[src/hdl/wrts_pkg.sv]
// Shared constants, codes and types of the weighted random table selector.
package wrts_pkg;

   // Table geometry
   localparam int TABLE_DEPTH = 64;
   localparam int KEY_SPACE   = 64;
   localparam int WEIGHT_BITS = 16;

   localparam int ADDR_W = $clog2(TABLE_DEPTH);
   localparam int CNT_W  = $clog2(TABLE_DEPTH + 1);

   // Field widths
   localparam int FUNC_W    = 2;
   localparam int KEY_W     = 6;
   localparam int WIN_W     = 16;
   localparam int RND_W     = 32;
   localparam int STAT_W    = 2;
   localparam int COUNT_W   = 7;
   localparam int TOTAL_W   = 22;
   localparam int RND_CNT_W = $clog2(RND_W);

   // Configuration registers
   localparam int MASK_W     = 64;
   localparam int LIMIT_W    = 7;
   localparam int AVOID_W    = 7;
   localparam int CSR_IDX_W  = 2;
   localparam int CSR_DATA_W = 64;

   localparam logic [CSR_IDX_W-1:0] CSR_VALID_MASK  = 2'd0;
   localparam logic [CSR_IDX_W-1:0] CSR_INDEX_LIMIT = 2'd1;
   localparam logic [CSR_IDX_W-1:0] CSR_AVOID_INDEX = 2'd2;

   localparam logic [LIMIT_W-1:0] LIMIT_RESET = 7'd64;
   localparam logic [AVOID_W-1:0] AVOID_RESET = 7'h7F;

   // Function codes
   localparam logic [FUNC_W-1:0] FUNC_CLEAR      = 2'd0;
   localparam logic [FUNC_W-1:0] FUNC_ADD        = 2'd1;
   localparam logic [FUNC_W-1:0] FUNC_PICK       = 2'd2;
   localparam logic [FUNC_W-1:0] FUNC_PICK_AVOID = 2'd3;

   // Status codes
   localparam logic [STAT_W-1:0] STAT_DONE   = 2'd0;
   localparam logic [STAT_W-1:0] STAT_REJECT = 2'd1;
   localparam logic [STAT_W-1:0] STAT_EMPTY  = 2'd2;

   // One table entry as held in memory
   typedef struct packed {
      logic [KEY_W-1:0]       key;
      logic [WEIGHT_BITS-1:0] weight;
   } entry_type;

endpackage

[src/hdl/wrts_req_if.sv]
// Request channel: operation, key, weight and random word.
interface wrts_req_if;
   logic                        valid;
   logic                        ready;
   logic [wrts_pkg::FUNC_W-1:0] func;
   logic [wrts_pkg::KEY_W-1:0]  entry_key;
   logic [wrts_pkg::WIN_W-1:0]  entry_weight_in;
   logic [wrts_pkg::RND_W-1:0]  random_word;

   modport source (output valid, func, entry_key, entry_weight_in, random_word,
                   input ready);
   modport sink   (input valid, func, entry_key, entry_weight_in, random_word,
                   output ready);
endinterface

[src/hdl/wrts_rsp_if.sv]
// Response channel: status, picked key, entry count and weight total.
interface wrts_rsp_if;
   logic                         valid;
   logic                         ready;
   logic [wrts_pkg::STAT_W-1:0]  status;
   logic [wrts_pkg::KEY_W-1:0]   picked_key;
   logic [wrts_pkg::COUNT_W-1:0] count_out;
   logic [wrts_pkg::TOTAL_W-1:0] total_out;

   modport source (output valid, status, picked_key, count_out, total_out,
                   input ready);
   modport sink   (input valid, status, picked_key, count_out, total_out,
                   output ready);
endinterface

[src/hdl/weighted_random_table_selector.sv]
// Weighted random table selector: a table of up to 64 (key, weight) entries in
// one single-port synchronous memory, with a running weight total. Clear and
// add transactions go from acceptance through S_DONE to a loaded response. A
// plain pick first reduces the random word modulo the total in the
// one-bit-per-cycle remainder unit, then walks over the cumulative weights,
// reading one entry per cycle from the memory port and stopping at the first
// hit. An avoiding pick, when an avoided key is set, first makes a pass over
// the memory that sums the weights of the entries not carrying the avoided
// key. One transaction is in work at a time; a new request is accepted while
// the previous response still waits in the output register.
module weighted_random_table_selector (
   input  logic                              clock,
   input  logic                              reset,
   wrts_req_if.sink                          req_bus,
   wrts_rsp_if.source                        rsp_bus,
   input  logic                              csr_we,
   input  logic [wrts_pkg::CSR_IDX_W-1:0]    csr_index,
   input  logic [wrts_pkg::CSR_DATA_W-1:0]   csr_wdata
);

   localparam logic [2:0] S_IDLE = 3'd0;
   localparam logic [2:0] S_SUM  = 3'd1;
   localparam logic [2:0] S_DIV  = 3'd2;
   localparam logic [2:0] S_WALK = 3'd3;
   localparam logic [2:0] S_DONE = 3'd4;

   localparam int ADDR_W  = wrts_pkg::ADDR_W;
   localparam int CNT_W   = wrts_pkg::CNT_W;
   localparam int TOTAL_W = wrts_pkg::TOTAL_W;
   localparam int KEY_W   = wrts_pkg::KEY_W;
   localparam int RND_W   = wrts_pkg::RND_W;
   localparam int WB      = wrts_pkg::WEIGHT_BITS;

   // Configuration registers
   logic [wrts_pkg::MASK_W-1:0]  mask_ff;
   logic [wrts_pkg::LIMIT_W-1:0] limit_ff;
   logic [wrts_pkg::AVOID_W-1:0] avoid_ff;

   // Control and datapath registers
   logic [2:0]                    state_ff, state_in;
   logic [CNT_W-1:0]              count_ff, count_in;
   logic [TOTAL_W-1:0]            total_ff, total_in;
   logic [CNT_W-1:0]              idx_ff, idx_in;
   logic [ADDR_W-1:0]             rd_idx_ff, rd_idx_in;
   logic                          rv_ff, rv_in;
   logic                          skip_ff, skip_in;
   logic                          found_ff, found_in;
   logic [KEY_W-1:0]              pick_ff, pick_in;
   logic [wrts_pkg::STAT_W-1:0]   status_ff, status_in;
   logic [RND_W-1:0]              rnd_ff, rnd_in;
   logic [wrts_pkg::RND_CNT_W-1:0] bit_cnt_ff, bit_cnt_in;
   logic [TOTAL_W-1:0]            div_ff, div_in;
   logic [TOTAL_W-1:0]            rem_ff, rem_in;
   logic [TOTAL_W-1:0]            acc_ff, acc_in;

   // Response register
   logic                          rsp_vld_ff, rsp_vld_in;
   logic [wrts_pkg::STAT_W-1:0]   rsp_status_ff, rsp_status_in;
   logic [KEY_W-1:0]              rsp_key_ff, rsp_key_in;
   logic [wrts_pkg::COUNT_W-1:0]  rsp_count_ff, rsp_count_in;
   logic [TOTAL_W-1:0]            rsp_total_ff, rsp_total_in;

   // Table memory
   wrts_pkg::entry_type           mem_ff [wrts_pkg::TABLE_DEPTH];
   wrts_pkg::entry_type           rdata_ff;
   wrts_pkg::entry_type           wr_entry;
   logic                          mem_we;

   logic                          accept;
   logic                          out_free;
   logic                          avoid_on;
   logic                          rd_avoided;
   logic                          issue;
   logic [WB-1:0]                 new_weight;
   logic                          add_ok;
   logic [TOTAL_W-1:0]            rd_weight;
   logic [TOTAL_W:0]              trial;
   logic [TOTAL_W:0]              trial_sub;

   assign req_bus.ready = (state_ff == S_IDLE);
   assign accept        = req_bus.valid && req_bus.ready;
   assign out_free      = !rsp_vld_ff || rsp_bus.ready;

   assign avoid_on   = !avoid_ff[wrts_pkg::AVOID_W-1];
   assign rd_avoided = avoid_on && (rdata_ff.key == avoid_ff[KEY_W-1:0]);
   assign rd_weight  = TOTAL_W'(rdata_ff.weight);
   assign new_weight = req_bus.entry_weight_in[WB-1:0];

   assign add_ok = ({1'b0, req_bus.entry_key} < limit_ff)
                   && (int'(req_bus.entry_key) < wrts_pkg::KEY_SPACE)
                   && mask_ff[req_bus.entry_key]
                   && (count_ff < CNT_W'(wrts_pkg::TABLE_DEPTH))
                   && (new_weight != '0);

   assign wr_entry.key    = req_bus.entry_key;
   assign wr_entry.weight = new_weight;

   // One memory read per cycle while a pass over the table is running
   assign issue = (idx_ff < count_ff)
                  && ((state_ff == S_SUM) || ((state_ff == S_WALK) && !found_ff));

   // Restoring remainder step: one random bit per cycle
   assign trial     = {rem_ff, rnd_ff[RND_W-1]};
   assign trial_sub = trial - {1'b0, div_ff};

   always_comb begin
      state_in   = state_ff;
      count_in   = count_ff;
      total_in   = total_ff;
      idx_in     = idx_ff;
      rd_idx_in  = idx_ff[ADDR_W-1:0];
      rv_in      = issue;
      skip_in    = skip_ff;
      found_in   = found_ff;
      pick_in    = pick_ff;
      status_in  = status_ff;
      rnd_in     = rnd_ff;
      bit_cnt_in = bit_cnt_ff;
      div_in     = div_ff;
      rem_in     = rem_ff;
      acc_in     = acc_ff;
      mem_we     = 1'b0;

      rsp_vld_in    = rsp_vld_ff && !rsp_bus.ready;
      rsp_status_in = rsp_status_ff;
      rsp_key_in    = rsp_key_ff;
      rsp_count_in  = rsp_count_ff;
      rsp_total_in  = rsp_total_ff;

      if (issue) begin
         idx_in = idx_ff + CNT_W'(1);
      end

      unique case (state_ff)
         S_IDLE: begin
            if (accept) begin
               status_in = wrts_pkg::STAT_DONE;
               pick_in   = '0;
               state_in  = S_DONE;
               unique case (req_bus.func)
                  wrts_pkg::FUNC_CLEAR: begin
                     count_in = '0;
                     total_in = '0;
                  end
                  wrts_pkg::FUNC_ADD: begin
                     if (add_ok) begin
                        mem_we   = 1'b1;
                        count_in = count_ff + CNT_W'(1);
                        total_in = total_ff + TOTAL_W'(new_weight);
                     end else begin
                        status_in = wrts_pkg::STAT_REJECT;
                     end
                  end
                  default: begin
                     if (count_ff == '0) begin
                        status_in = wrts_pkg::STAT_EMPTY;
                     end else begin
                        rnd_in     = req_bus.random_word;
                        bit_cnt_in = '0;
                        rem_in     = '0;
                        idx_in     = '0;
                        acc_in     = '0;
                        if ((req_bus.func == wrts_pkg::FUNC_PICK_AVOID) && avoid_on) begin
                           state_in = S_SUM;
                        end else begin
                           skip_in  = 1'b0;
                           div_in   = total_ff;
                           state_in = S_DIV;
                        end
                     end
                  end
               endcase
            end
         end

         // Sum of the weights of entries not carrying the avoided key
         S_SUM: begin
            if (rv_ff && !rd_avoided) begin
               acc_in = acc_ff + rd_weight;
            end
            if ((idx_ff == count_ff) && !rv_ff) begin
               if ((acc_ff != '0) && (acc_ff != total_ff)) begin
                  skip_in = 1'b1;
                  div_in  = acc_ff;
               end else begin
                  skip_in = 1'b0;
                  div_in  = total_ff;
               end
               state_in = S_DIV;
            end
         end

         // Random word modulo the selected total
         S_DIV: begin
            rnd_in     = {rnd_ff[RND_W-2:0], 1'b0};
            bit_cnt_in = bit_cnt_ff + 1'b1;
            if (!trial_sub[TOTAL_W]) begin
               rem_in = trial_sub[TOTAL_W-1:0];
            end else begin
               rem_in = trial[TOTAL_W-1:0];
            end
            if (bit_cnt_ff == wrts_pkg::RND_CNT_W'(RND_W - 1)) begin
               idx_in   = '0;
               found_in = 1'b0;
               state_in = S_WALK;
            end
         end

         // Walk of the cumulative weights, first entry 0 as fallback
         S_WALK: begin
            if (rv_ff && !found_ff) begin
               if (rd_idx_ff == '0) begin
                  pick_in = rdata_ff.key;
               end
               if (!(skip_ff && rd_avoided)) begin
                  if (rem_ff < rd_weight) begin
                     pick_in  = rdata_ff.key;
                     found_in = 1'b1;
                  end else begin
                     rem_in = rem_ff - rd_weight;
                  end
               end
            end
            if (found_ff || ((idx_ff == count_ff) && !rv_ff)) begin
               state_in = S_DONE;
            end
         end

         S_DONE: begin
            if (out_free) begin
               rsp_vld_in    = 1'b1;
               rsp_status_in = status_ff;
               rsp_key_in    = pick_ff;
               rsp_count_in  = wrts_pkg::COUNT_W'(count_ff);
               rsp_total_in  = total_ff;
               state_in      = S_IDLE;
            end
         end

         default: begin
            state_in = S_IDLE;
         end
      endcase
   end

   // Control state
   always_ff @(posedge clock) begin
      if (reset) begin
         state_ff   <= S_IDLE;
         count_ff   <= '0;
         total_ff   <= '0;
         rv_ff      <= 1'b0;
         rsp_vld_ff <= 1'b0;
      end else begin
         state_ff   <= state_in;
         count_ff   <= count_in;
         total_ff   <= total_in;
         rv_ff      <= rv_in;
         rsp_vld_ff <= rsp_vld_in;
      end
   end

   // Datapath and response payload
   always_ff @(posedge clock) begin
      idx_ff        <= idx_in;
      rd_idx_ff     <= rd_idx_in;
      skip_ff       <= skip_in;
      found_ff      <= found_in;
      pick_ff       <= pick_in;
      status_ff     <= status_in;
      rnd_ff        <= rnd_in;
      bit_cnt_ff    <= bit_cnt_in;
      div_ff        <= div_in;
      rem_ff        <= rem_in;
      acc_ff        <= acc_in;
      rsp_status_ff <= rsp_status_in;
      rsp_key_ff    <= rsp_key_in;
      rsp_count_ff  <= rsp_count_in;
      rsp_total_ff  <= rsp_total_in;
   end

   // Table memory: write on add, registered read otherwise
   always_ff @(posedge clock) begin
      if (mem_we) begin
         mem_ff[count_ff[ADDR_W-1:0]] <= wr_entry;
      end else begin
         rdata_ff <= mem_ff[idx_ff[ADDR_W-1:0]];
      end
   end

   // Configuration writes
   always_ff @(posedge clock) begin
      if (reset) begin
         mask_ff  <= '1;
         limit_ff <= wrts_pkg::LIMIT_RESET;
         avoid_ff <= wrts_pkg::AVOID_RESET;
      end else if (csr_we) begin
         unique case (csr_index)
            wrts_pkg::CSR_VALID_MASK:  mask_ff  <= csr_wdata[wrts_pkg::MASK_W-1:0];
            wrts_pkg::CSR_INDEX_LIMIT: limit_ff <= csr_wdata[wrts_pkg::LIMIT_W-1:0];
            wrts_pkg::CSR_AVOID_INDEX: avoid_ff <= csr_wdata[wrts_pkg::AVOID_W-1:0];
            default: ;
         endcase
      end
   end

   assign rsp_bus.valid      = rsp_vld_ff;
   assign rsp_bus.status     = rsp_status_ff;
   assign rsp_bus.picked_key = rsp_key_ff;
   assign rsp_bus.count_out  = rsp_count_ff;
   assign rsp_bus.total_out  = rsp_total_ff;

endmodule

[src/flat_wrapper.sv]
// flat-port wrapper written by rule: the top's interface ports become plain ports
module weighted_random_table_selector_flat 
  (clock, reset, csr_we, csr_index, csr_wdata, req_bus_valid, req_bus_func, req_bus_entry_key, req_bus_entry_weight_in, req_bus_random_word, req_bus_ready, rsp_bus_valid, rsp_bus_status, rsp_bus_picked_key, rsp_bus_count_out, rsp_bus_total_out, rsp_bus_ready);
  wrts_req_if req_bus_i ();
  wrts_rsp_if rsp_bus_i ();
  input  logic clock;
  input  logic reset;
  input  logic csr_we;
  input  logic [wrts_pkg::CSR_IDX_W-1:0] csr_index;
  input  logic [wrts_pkg::CSR_DATA_W-1:0] csr_wdata;
  input wire logic [$bits(req_bus_i.valid)-1:0] req_bus_valid;
  input wire logic [$bits(req_bus_i.func)-1:0] req_bus_func;
  input wire logic [$bits(req_bus_i.entry_key)-1:0] req_bus_entry_key;
  input wire logic [$bits(req_bus_i.entry_weight_in)-1:0] req_bus_entry_weight_in;
  input wire logic [$bits(req_bus_i.random_word)-1:0] req_bus_random_word;
  output wire logic [$bits(req_bus_i.ready)-1:0] req_bus_ready;
  output wire logic [$bits(rsp_bus_i.valid)-1:0] rsp_bus_valid;
  output wire logic [$bits(rsp_bus_i.status)-1:0] rsp_bus_status;
  output wire logic [$bits(rsp_bus_i.picked_key)-1:0] rsp_bus_picked_key;
  output wire logic [$bits(rsp_bus_i.count_out)-1:0] rsp_bus_count_out;
  output wire logic [$bits(rsp_bus_i.total_out)-1:0] rsp_bus_total_out;
  input wire logic [$bits(rsp_bus_i.ready)-1:0] rsp_bus_ready;
  assign req_bus_i.valid = req_bus_valid;
  assign req_bus_i.func = req_bus_func;
  assign req_bus_i.entry_key = req_bus_entry_key;
  assign req_bus_i.entry_weight_in = req_bus_entry_weight_in;
  assign req_bus_i.random_word = req_bus_random_word;
  assign req_bus_ready = req_bus_i.ready;
  assign rsp_bus_valid = rsp_bus_i.valid;
  assign rsp_bus_status = rsp_bus_i.status;
  assign rsp_bus_picked_key = rsp_bus_i.picked_key;
  assign rsp_bus_count_out = rsp_bus_i.count_out;
  assign rsp_bus_total_out = rsp_bus_i.total_out;
  assign rsp_bus_i.ready = rsp_bus_ready;
  weighted_random_table_selector u_core (.clock(clock), .reset(reset), .req_bus(req_bus_i), .rsp_bus(rsp_bus_i), .csr_we(csr_we), .csr_index(csr_index), .csr_wdata(csr_wdata));
endmodule
[config.mk]
export PLATFORM = sky130hd
export DESIGN_NAME = weighted_random_table_selector_flat
export DESIGN_NICKNAME = d
export VERILOG_FILES = /design/src/hdl/wrts_pkg.sv /design/src/hdl/wrts_req_if.sv /design/src/hdl/wrts_rsp_if.sv /design/src/hdl/weighted_random_table_selector.sv /design/src/flat_wrapper.sv
export SDC_FILE = /design/constraint.sdc
export NUM_CORES = 2
export LEC_CHECK = 0
export BUFFER_PORTS_ARGS = -buffer_cell sky130_fd_sc_hd__clkbuf_2
export CAP_MARGIN = 15
export CORE_MARGIN = 2
export CORE_UTILIZATION = 34
export DETAILED_ROUTE_END_ITERATION = 10
export PLACE_DENSITY = 0.56
export SYNTH_ARGS = -nofsm -noshare
export SYNTH_HDL_FRONTEND = slang
export SYNTH_SLANG_ARGS = --single-unit
[constraint.sdc]
create_clock -name clock -period 5.2 [get_ports clock]
set_clock_uncertainty 0.2 [all_clocks]
set_input_delay 0.78 -clock clock [delete_from_list [all_inputs] [get_ports clock]]
set_output_delay 0.78 -clock clock [all_outputs]
set_load 0.005 [all_outputs]
# Yosys cells after proc, flatten, opt, wreduce, memory -nomap -nowiden
# Memory sizes are Yosys's and may differ from the RTL's. A register that Yosys moved wholly into a read port is not among the register bits.
# Cells that the tools add are included.
# word_totals
reg_bits,275
latch_bits,0
ram_bits,1408
rom_bits,0
out_inout_bits,39
elab_cells,188
n_memories,1
# mem_list
memory,depth,width,rd,rd_ports_with_merged_regs,write_ports,line_no,rtl
u_core.mem_ff,64,22,1,1,1,weighted_random_table_selector.sv:64,wrts_pkg::entry_type mem_ff [wrts_pkg::TABLE_DEPTH];
# op_classes
add_sub_neg,7
n_mul,0
div_mod_pow,0
order_cmp,5
n_eq_ne,26
shifts,0
muxes,75
n_bitwise,0
n_reduce_logical,51
# ops
op,count
two-way mux 22 bit,15
case mux 22 bit (2 select lines),3
two-way mux 32 bit,3
case mux 22 bit (3 select lines),1
case mux 32 bit (2 select lines),1
adder 22 x 16 -> 22 bit,2
two-way mux 7 bit,6
two-way mux 6 bit,5
case mux 7 bit (2 select lines),2
subtractor 23 x 22 -> 23 bit,1
< comparator 22 x 16 -> 1 bit,1
"!= test 2 bit, second input constant",11
!= test 22 bit,1
nonzero test 22 bit,1
subtractor 22 x 16 -> 22 bit,1
two-way mux 3 bit,7
two-way mux 1 bit,20
nonzero test 16 bit,1
two-way mux 5 bit,3
case mux 3 bit (5 select lines),1
AND reduction 5 bit,3
"adder 7 x 1 -> 7 bit, second input constant",2
logical AND 1 bit,14
case mux 6 bit (2 select lines),1
33 further kinds,58

# Logic depth before layout (Yosys ltp)
# depth
word_depth,11
ltp_mapped,14
ltp_nobuf,12

# Worst setup path before layout
# No wires, ideal clock.
# synth_timing
path_type,reg2reg
from,register u_core.rem_ff[0]
to,register u_core.rem_ff[0] (enable)
t_arrival_ps,4364
setup_slack_ps,179
stages_incl_launch_ff,12
path_buffers,1
cell_sequence,edfxtp_1 -> inv_1 -> ha_1 -> fa_1 -> nand2b_1 -> a21oi_1 -> o21ba_2 -> o21ai_0 -> or3b_2 -> clkbuf_1 -> a21oi_1 -> nor4_1
# synth_via
elab_chain_len,3
# synth_lines
element,line_no,rtl
start: declaration,weighted_random_table_selector.sv:53,"logic [TOTAL_W-1:0] rem_ff, rem_in;"
start signal: assignment,weighted_random_table_selector.sv:274,rem_ff <= rem_in;
< comparator 22 x 16 -> 1 bit,weighted_random_table_selector.sv:216,if (rem_ff < rd_weight) begin
!= test 2 bit (no line),n/a,
AND reduction 7 bit (no line),n/a,
# No other way between the ends.
# A chain may end at the register's enable or synchronous reset.

# Final worst setup path
# layout_timing
from,register u_core.rnd_ff[31]
to,register u_core.rem_ff[1] (data pin)
# layout_via
elab_chain_len,3
# layout_lines
element,line_no,rtl
start: declaration,weighted_random_table_selector.sv:50,"logic [RND_W-1:0] rnd_ff, rnd_in;"
start signal: assignment,weighted_random_table_selector.sv:271,rnd_ff <= rnd_in;
subtractor 23 x 22 -> 23 bit,weighted_random_table_selector.sv:104,"assign trial_sub = trial - {1'b0, div_ff};"
two-way mux 22 bit,weighted_random_table_selector.sv:197,if (!trial_sub[TOTAL_W]) begin
case mux 22 bit (3 select lines),weighted_random_table_selector.sv:134,unique case (state_ff)
via u_core.rem_in[1],weighted_random_table_selector.sv:53,
# The timed path passes the listed nets, and every way through them passes these cells.

==> reports/metrics.cfg <==
[status]
status = finished, final reports clean

[power_and_ir_drop]
p_leak_nw = 28.05
max-vdd-ir-drop_mv = 0.4126
powerDensity_nw_per_um2 = 457.6

[hold_path]
worstHoldStart = req_bus_entry_weight_in[6]
hp-class = in2reg

[clock_tree]
cts-buffers-inserted = 171
clock_path_buffers = 3
clkLatencyLatePin_ns = 0.81
root_buffer = clkbuf_16
clk_pin_slew_ns = 0.06
post_cts_resized = 0
postCtsSetupBuffers = 0
numClockSinks = 1705
htree_levels = 4
cts_tree = done

[sta]
fmax_ghz = 0.2337
hold_violations = 0
maxSlewViolCount = 0
tightest_slew_ns = 1.147
final.min_clock_period_ns = 4.279
setup_viol = 0
fin_crit_sh_pct = 82.28
slew_headroom_pct = 23.45
setup_tns_ns = 0
rsz0062_at_grt = no

[route]
drtIter0Drc = 5092
firstDrtPassIters = 6
via_per_inst = 5.404
vias = 41390
drc = 0
routedWlPerCell_um = 27.18
antenna_left = 0
drt-total-wl_um = 208200

[logic_synthesis]
seq_area_frac_synth_pct = 70.37
ys_types = 86
yosysWarnings = 0
synth-main-ff-cell = edfxtp_1
synth.net_count = 4594
synth_area_um2 = 70980
async_flop_share_pct = 0
postSynthCellCount = 4376
syn_area_per_cell_um2 = 16.22
synth-edff-count = 1580
synth_seq_cells = 1705

[die]
rows = 167
die_h_um = 460.9
dieWidth_um = 460.9
coreArea_um2 = 207300
io_pins = 166
die-area_um2 = 212400
start_util_pct = 34.25

[finish]
fillCellCount = 19030
drive_gt1_share_pct = 21.21
fin_area_um2 = 82730
nets = 4938
area_growth_pct = 16.55

[global_routing]
grt_pass1_vias = 39550
grt_max_degree = 112
overflow = 0
grt_util_all_layers_pct = 19.31
antenna_found_initial = 29
grt_pass1_wl_um = 294300

[placement]
gp_congestion = 0.8712
dp_hpwl_um = 136900
numPortBuffers = 165
placed_cell_area_um2 = 76550

[critical_path]
crit_path_max_incr_delay_ns = 0.57
r2r_setup_slack_ns = 0.92
cp_slowest_cell = a211oi_1
path_delay_family = compound AO/OA/AOI/OAI gates
worst_setup_path_end_kind = flip-flop
cp.arrival_ns = 4.61
worstPathRequired_ns = 5.53
critPathBufInv = 3
startpoint = u_core.rnd_ff[31]$_DFFE_PP_
crit_path_cell_trace = inv_1, ha_1, inv_1, fa_1, a211oi_1, o21ai_1, a211oi_1, nor3_1, a31oi_1, mux2i_1, buf_4, nand2_1, a311o_1
criticalPathCategory = reg2reg
crit_path_max_fanout = 13
reg2reg_from = u_core.rnd_ff[31]$_DFFE_PP_
cp-start-kind = flip-flop

[job]
max_cap_viol_count = 0

## final timing paths
kind,endpoint,depth (start not counted)
worst max-delay path,u_core.rem_ff[1]$_DFFE_PP_,13
worst min-delay path,u_core.mem_ff[58][6]$_DFFE_PP_,1
worst max register to register,u_core.rem_ff[1]$_DFFE_PP_,13
worst min register to register,u_core.rsp_bus.picked_key[3]$_DFFE_PP_,0
## cell usage after synthesis, types with 6 or more instances
| cell | n | area share, % |
|---|---|---|
| o311ai_0 | 9 | 0.11 |
| nand2_1 | 334 | 1.8 |
| mux2_2 | 112 | 1.8 |
| nand3_1 | 61 | 0.43 |
| a211oi_1 | 19 | 0.20 |
| buf_2 | 23 | 0.16 |
| mux4_2 | 208 | 6.6 |
| nor4b_1 | 6 | 0.074 |
| and2_1 | 10 | 0.088 |
| nor2b_1 | 15 | 0.13 |
| and3_1 | 11 | 0.097 |
| o31ai_1 | 13 | 0.14 |
| ha_1 | 87 | 1.5 |
| nor2_1 | 152 | 0.80 |
| nor3_1 | 34 | 0.24 |
| o21bai_1 | 7 | 0.074 |
| xor2_1 | 39 | 0.48 |
| mux2i_1 | 344 | 4.9 |
| a21oi_1 | 238 | 1.7 |
| edfxtp_1 | 1580 | 67 |
| buf_1 | 46 | 0.24 |
| a211o_1 | 8 | 0.099 |
| o22ai_1 | 90 | 0.79 |
| nor4_1 | 26 | 0.23 |
| xnor2_1 | 37 | 0.46 |
| or3_1 | 17 | 0.15 |
| nand2b_1 | 16 | 0.14 |
| nor3b_1 | 7 | 0.074 |
| a311o_1 | 12 | 0.17 |
| inv_1 | 88 | 0.47 |
| a31oi_1 | 12 | 0.11 |
| o21ai_0 | 149 | 1.1 |
| a21o_1 | 26 | 0.27 |
| o221ai_1 | 90 | 1.1 |
| o211ai_1 | 16 | 0.17 |
| nand3b_1 | 8 | 0.085 |
| o21a_1 | 21 | 0.22 |
| clkbuf_1 | 155 | 0.82 |
| mux4_1 | 6 | 0.22 |
| dfxtp_1 | 125 | 3.5 |
| nand4_1 | 23 | 0.20 |
## layout by cell type (no fill, tap or decap), drive strengths merged, types with 9 or more instances in the layout
| cell | synthesis | layout |
|---|---|---|
| a211oi | 19 | 19 |
| a21o | 26 | 26 |
| a21oi | 239 | 239 |
| a311o | 12 | 12 |
| a31oi | 12 | 12 |
| and2 | 11 | 11 |
| and3 | 11 | 11 |
| buf | 75 | 200 |
| bufinv | 0 | 18 |
| clkbuf | 155 | 363 |
| clkinv | 1 | 85 |
| dfxtp | 125 | 125 |
| dlygate4sd3 | 0 | 42 |
| edfxtp | 1580 | 1580 |
| ha | 87 | 87 |
| inv | 89 | 94 |
| mux2 | 112 | 112 |
| mux2i | 345 | 345 |
| mux4 | 214 | 214 |
| nand2 | 335 | 335 |
| nand2b | 16 | 16 |
| nand3 | 61 | 61 |
| nand4 | 23 | 23 |
| nor2 | 152 | 152 |
| nor2b | 15 | 15 |
| nor3 | 35 | 35 |
| nor4 | 28 | 28 |
| o211ai | 16 | 16 |
| o21a | 21 | 21 |
| o21ai | 151 | 151 |
| o221ai | 90 | 90 |
| o22ai | 90 | 90 |
| o311ai | 9 | 9 |
| o31ai | 13 | 13 |
| or3 | 17 | 17 |
| xnor2 | 37 | 37 |
| xor2 | 39 | 39 |
## report_power, final
group | internal [W] | switching (W) | total [W] | leakage (nW)
Sequential | 0.0152 | 0.000439 | 0.0157 | 15.4
Combinational | 0.00355 | 0.00613 | 0.00968 | 9.91
Clock | 0.00709 | 0.00542 | 0.0125 | 2.76
Total | 0.0259 | 0.0120 | 0.0379 | 28.1
## metrics by stage
step	std cells	total power [W]	utilization [%]	setup WS, ns	hold WS, ns
after CTS	7648	0.03803	39.87	0.9972	0.0007988
after detailed placement	7288	0.02555	36.93	0.2667	0.2526
after global routing	7656	0.03913	39.91	0.6768	0.01924
after global placement	7287	0.02551	36.92	0.1318	0.2450
after floorplan	4376	0.02149	-	0.1789	0.1519
final	7659	0.03786	39.91	0.9214	0.04155
## sequential cells by signal (all words and copies together), names as in the netlist, 3 cells and up
| register | cells |
|---|---|
| u_core.rdata_ff | 6 |
| u_core.mask_ff | 64 |
| u_core.acc_ff | 22 |
| u_core.idx_ff | 7 |
| u_core.rsp_bus.total_out | 22 |
| u_core.rsp_bus.picked_key | 6 |
| u_core.limit_ff | 7 |
| u_core.avoid_ff | 7 |
| u_core.rd_idx_ff | 6 |
| u_core.rsp_bus.count_out | 7 |
| u_core.rd_weight | 16 |
| u_core.rem_ff | 22 |
| u_core.pick_ff | 6 |
| u_core.rnd_ff | 32 |
| u_core.bit_cnt_ff | 5 |
| u_core.div_ff | 22 |
| u_core.mem_ff | 1408 |
| u_core.count_ff | 7 |
| u_core.state_ff | 3 |
| u_core.total_ff | 22 |
## area by class of cell
class                           instances  area [um2]  share of cell area, %
Tap cell                             2788        3488                  4.217
Antenna cell                            6       15.01                0.01815
Multi-Input combinational cell       2351       19960                  24.12
Sequential cell                      1705       49960                  60.39
Timing Repair Buffer                  401        3293                  3.981
Clock buffer                          204        4476                  5.410
Inverter                               90       337.8                 0.4083
Clock inverter                        114        1199                  1.449
## kinds of logic after synthesis
| group | count (synthesis) | synth area share [%] |
|---|---|---|
| simple gates | 744 | 4.796 |
| mux | 671 | 13.47 |
| buf+inv | 320 | 1.803 |
| fa+ha+maj | 91 | 1.646 |
| flops | 1705 | 70.37 |
| compound gates | 769 | 6.982 |
| xor+xnor | 76 | 0.9377 |
## repair_timing
action | CTS | global route
hold buffers | 42 | 0
endpoints found under the hold margin | 42 | 0
endpoints found under the setup margin | 0 | 0
## routing by layer
metal	GRT usage [%]	part of all wire (%)	vias up
li1	-	-	18120
met1	28.89	45	21170
met2	28.42	44	1824
met3	4.153	9.2	261
met4	4.767	2.2	12
met5	0	0.039	-
Note: power is estimated with default switching activity, not from simulation.
